[config.mk]
export PLATFORM = sky130hd
export DESIGN_NAME = spcg_div
export DESIGN_NICKNAME = d
export VERILOG_FILES = /design/src/sv/spcg_pkg.sv /design/src/sv/spcg_div.sv
export SDC_FILE = /design/constraint.sdc
export NUM_CORES = 2
export LEC_CHECK = 0
export ABC_CLOCK_PERIOD_IN_PS = 3870
export BUFFER_PORTS_ARGS = -buffer_cell sky130_fd_sc_hd__buf_2
export CELL_PAD_IN_SITES_DETAIL_PLACEMENT = 0
export CELL_PAD_IN_SITES_GLOBAL_PLACEMENT = 1
export CORE_MARGIN = 2
export CORE_UTILIZATION = 45
export CTS_CLUSTER_DIAMETER = 30
export CTS_CLUSTER_SIZE = 8
export DETAILED_ROUTE_END_ITERATION = 8
export GPL_ROUTABILITY_DRIVEN = 1
export GPL_TIMING_DRIVEN = 0
export HOLD_SLACK_MARGIN = 0.02
export PLACE_DENSITY_LB_ADDON = 0.2
export SLEW_MARGIN = 20
export SYNTH_ARGS = -nofsm -noshare
export SYNTH_HDL_FRONTEND = slang
export SYNTH_SLANG_ARGS = --single-unit
[constraint.sdc]
create_clock -name clk -period 3.87 [get_ports clk]
set_input_delay 0.387 -clock clk [delete_from_list [all_inputs] [get_ports clk]]
set_output_delay 0.387 -clock clk [all_outputs]
set_load 0.1 [all_outputs]
[src/sv/spcg_pkg.sv]
// ----------------------------------------------------------------------------
// spcg_pkg
// Shared widths, side-band records and saturation helper for the sphere pair
// contact geometry pipeline.
// ----------------------------------------------------------------------------
package spcg_pkg;

	localparam int COORD_W  = 32;
	localparam int DIFF_W   = 33;
	localparam int RAD_W    = 31;
	localparam int FACTOR_W = 16;
	localparam int NORM_W   = 18;
	localparam int DSQ_W    = 66;
	localparam int ROOT_W   = 33;
	localparam int QUOT_W   = 17;

	localparam logic [FACTOR_W-1:0] FACTOR_RESET = 16'd4096;

	typedef struct packed {
		logic signed [2:0][COORD_W-1:0] p1;
		logic [2:0]                     dneg;
		logic [2:0][DIFF_W-1:0]         dmag;
		logic [RAD_W-1:0]               ra;
		logic [RAD_W-1:0]               rb;
		logic                           contact;
	} side_t;

	typedef struct packed {
		side_t             base;
		logic [ROOT_W-1:0] sep;
	} div_side_t;

	function automatic logic signed [COORD_W-1:0] sat32(input logic signed [39:0] v);
		logic signed [39:0] hi;
		logic signed [39:0] lo;
		hi = 40'sh007FFFFFFF;
		lo = -40'sh0080000000;
		if (v > hi)
			return 32'sh7FFFFFFF;
		else if (v < lo)
			return 32'sh80000000;
		else
			return v[COORD_W-1:0];
	endfunction

endpackage

[src/sv/spcg_div.sv]
// ----------------------------------------------------------------------------
// spcg_div
// Pipelined restoring divider for one normal component: mag * 2^16 / den,
// one quotient bit per stage.
// ----------------------------------------------------------------------------
module spcg_div (
	input  logic                         clk,
	input  logic                         en,
	input  logic [spcg_pkg::DIFF_W-1:0]  in_mag,
	input  logic [spcg_pkg::ROOT_W-1:0]  in_den,
	output logic [spcg_pkg::QUOT_W-1:0]  out_q
);

	localparam int Steps = spcg_pkg::QUOT_W;
	localparam int RemW  = spcg_pkg::ROOT_W + Steps;

	logic [RemW-1:0]               rem_s [0:Steps];
	logic [spcg_pkg::ROOT_W-1:0]   den_s [0:Steps];
	logic [spcg_pkg::QUOT_W-1:0]   q_s   [0:Steps];

	always_ff @(posedge clk) begin
		logic [RemW-1:0] cmp;
		if (en) begin
			rem_s[0] <= {{(RemW-spcg_pkg::DIFF_W-16){1'b0}}, in_mag, 16'd0};
			den_s[0] <= in_den;
			q_s[0]   <= '0;
			for (int k = 1; k <= Steps; k++) begin
				cmp = {{(RemW-spcg_pkg::ROOT_W){1'b0}}, den_s[k-1]} << (Steps - k);
				den_s[k] <= den_s[k-1];
				if (rem_s[k-1] >= cmp) begin
					rem_s[k] <= rem_s[k-1] - cmp;
					q_s[k]   <= q_s[k-1] | ({{(Steps-1){1'b0}}, 1'b1} << (Steps - k));
				end else begin
					rem_s[k] <= rem_s[k-1];
					q_s[k]   <= q_s[k-1];
				end
			end
		end
	end

	assign out_q = q_s[Steps];

endmodule
==> impl_metrics.yaml <==
global_routing:
  grt-ovfl-total: 0
  antenna_found_initial: 7
  track_usage_pct: 26.2
  grt_max_degree: 97
  grt_first_pass_wirelength_mm: 369
  grt_pass1_vias: 61600
final_layout:
  layout-drive-gt1-share_pct: 13.8
  area_growth_pct: 22.0
  nNetsFinal: 8960
  fin_util_pct: 55.3
  fin_cells: 10900
route:
  vias: 61100
  drc: 0
  drt_wl_total_mm: 246
  avgRoutedWirePerCell_um: 22.5
  drtPass1Iterations: 6
  viasPerCell: 5.58
  drt_iter0_drc: 4594
  ant_nets: 0
setup_path:
  critical_path_arrival_ns: 4.49
  crit_path_end_kind: "flop"
  crit_required_ns: 4.53
  start_kind: "flop"
  worstReg2RegStart: "den_s[6][2]$_DFFE_PP_"
  path_max_fanout: 6
  r2r_cells: 14
  worstReg2RegEnd: "rem_s[3][64]$_DFFE_PP_"
  r2r_slack_ns: 0.04
  critical_path_class: "flop to flop"
floorplanning:
  num_rows: 156
  coreArea_sq_mm: 0.181
  initial_utilization_pct: 45.4
  pin_count: 85
  die_area_sq_mm: 0.186
  die_y_um: 431
  dieWidth_um: 431
synthesis:
  ys.flop_type: "edfxtp_1"
  synth_fp_nets: 8349
  netlist_instances: 7705
  synth-seq-cells: 1411
  synth-edff-count: 1411
  ys_types: 104
  synthesis.area_sq_mm: 0.0821
  ys.warnings.count: 0
  avgSynthCellArea_sq_um: 10.6
  ys_seq_area_share_pct: 51.6
  async_flop_share_pct: 0
power:
  finalPower_mw: 84.0
  p_per_area_mw_per_mm2: 839
  max-vdd-ir-drop_uv: 713
  p_leak_nw: 40.4
min_path:
  min_to: "den_s[4][30]$_DFFE_PP_"
  holdPathStages: 2
  worstHoldStart: "en"
  hp-class: "input pin to flop"
placed_design:
  numPortBuffers: 84
  gp_congestion: 0.986
  dp_hpwl_mm: 190
  dp_cells: 10200
clocking:
  cts_buffers: 341
  cts_max_level: 5
  cts_sinks: 1411
  cts.clk_slew.worst_paths_ns: 0.04
  cts-root-buf: "clkbuf_16"
  clkLatencyLatePin_ns: 0.92
  clockBufferDepth: 4
  cts_tree: "yes"
job:
  max-cap-violations: 0
sta:
  period_needed_ns: 3.83
  hold_viol: 0
  slew_viol_final: 0
  worst_slew_pin_slew_ns: 1.10
  timing.hold.ws_ns: 0.0667
  period_share_pct: 98.9
  setup_viol: 0
  max_freq_mhz: 261
  tns_ns: 0
  skew_ns: 0.0506
  slew_headroom_pct: 26.7
run_status:
  outcome: "finished, final reports clean"
final cells by class:
cell class	count	area, sq um
timing repair buffer	281	2610
sequential	1411	42400
fill	15600	80800
antenna	4	10.0
clock inverter	201	2190
clock buffer	388	8820
inverter	704	2650
buffer	248	1340
multi-input combinational	5329	37200
tap	2370	2970
registers in the layout, summed over array words and instances (netlist names):
signal  cells
rem_s     697
q_s       153
den_s     561
synth_stat cells, types with 73 or more instances:
cell | n | area share [%]
inv_1 | 702 | 3.2
xor2_1 | 253 | 2.7
edfxtp_1 | 1411 | 52
nand2_1 | 661 | 3.0
o21ai_0 | 551 | 3.4
nor2b_1 | 73 | 0.56
a21o_1 | 327 | 3.0
nand3_1 | 155 | 0.95
a31oi_1 | 82 | 0.63
a21oi_1 | 673 | 4.1
nor2_1 | 493 | 2.3
clkbuf_1 | 184 | 0.84
ha_1 | 560 | 8.5
mux2_2 | 77 | 1.1
nand4_1 | 85 | 0.65
nor3_1 | 121 | 0.74
xnor2_1 | 331 | 3.5
per-layer routing:
metal  GRT usage [%]  vias to the layer above  part of all wire [%]
li1                -                    29400                     -
met1            29.3                    29400                    38
met2            47.9                     1684                    51
met3            3.96                      620                   4.7
met4            13.3                        2                   5.7
met5               0                        -                0.0053
cells by family after synthesis:
kind of cell	Yosys count	share of synthesized area, %
compound gates	2115	16.0
simple gates	1971	11.4
flops	1411	51.6
buf+inv	965	4.59
xor+xnor	584	6.23
fa+ha+maj	576	8.93
mux	83	1.13
layout by cell type (no fill, tap or decap), types with 253 or more instances in the layout:
| master | n |
|---|---|
| xnor2_1 | 331 |
| a21o_1 | 327 |
| inv_1 | 698 |
| nand2_1 | 656 |
| clkbuf_16 | 346 |
| xor2_1 | 253 |
| nor2_1 | 481 |
| o21ai_0 | 511 |
| edfxtp_1 | 1411 |
| ha_1 | 548 |
| a21oi_1 | 646 |
worst max-delay path, cell delays in order, from the launching register on:
cell       delay, ns
edfxtp_1        0.40
inv_2           0.09
ha_4            0.21
nor2b_1         0.13
o21a_1          0.20
o21ai_2         0.21
a211oi_4        0.11
o21ba_4         0.24
a211o_4         0.37
a41oi_4         0.39
o31a_1          0.30
o2111ai_4       0.14
buf_12          0.20
bufbuf_16       0.27
mux2_2          0.26
worst max-delay path by stage:
stage,slack (ns),depth (start not counted),endpoint,start
floorplan,0.43,4,q_s[8][10]$_DFFE_PP_,en
global placement,-14.18,5,q_s[8][12]$_DFFE_PP_,en
detailed placement,-1.19,13,rem_s[3][91]$_DFFE_PP_,den_s[6][0]$_DFFE_PP_
CTS,-0.002,16,rem_s[5][62]$_DFFE_PP_,den_s[10][9]$_DFFE_PP_
global route,-0.02,11,rem_s[6][67]$_DFFE_PP_,rem_s[6][15]$_DFFE_PP_
finish,0.04,14,rem_s[3][64]$_DFFE_PP_,den_s[6][2]$_DFFE_PP_
through the flow:
| stage | instance area [sq um] | worst slack (ns) |
|---|---|---|
| after global placement | 85400 | -14.18 |
| final | 100000 | 0.0421 |
| after floorplan | 82100 | 0.433 |
| after CTS | 99100 | -0.00215 |
| after detailed placement | 86100 | -1.19 |
| after global routing | 100000 | -0.0242 |
repair_timing:
item / CTS / global route
endpoints found under the setup margin: 620 / 504
gates cloned: 1 / 0
gates resized for setup: 216 / 183
hold buffers: 76 / 0
setup buffers: 45 / 55
hold endpoints to repair: 82 / 0
pin swaps: 34 / 63
where the power goes:
group	switching [mW]	leakage, nW	internal [mW]
Sequential	2.95	13.6	22.3
Clock	8.48	5.26	18.9
Combinational	18.7	21.5	12.7
No activity file was read; power rests on OpenSTA's default activity.
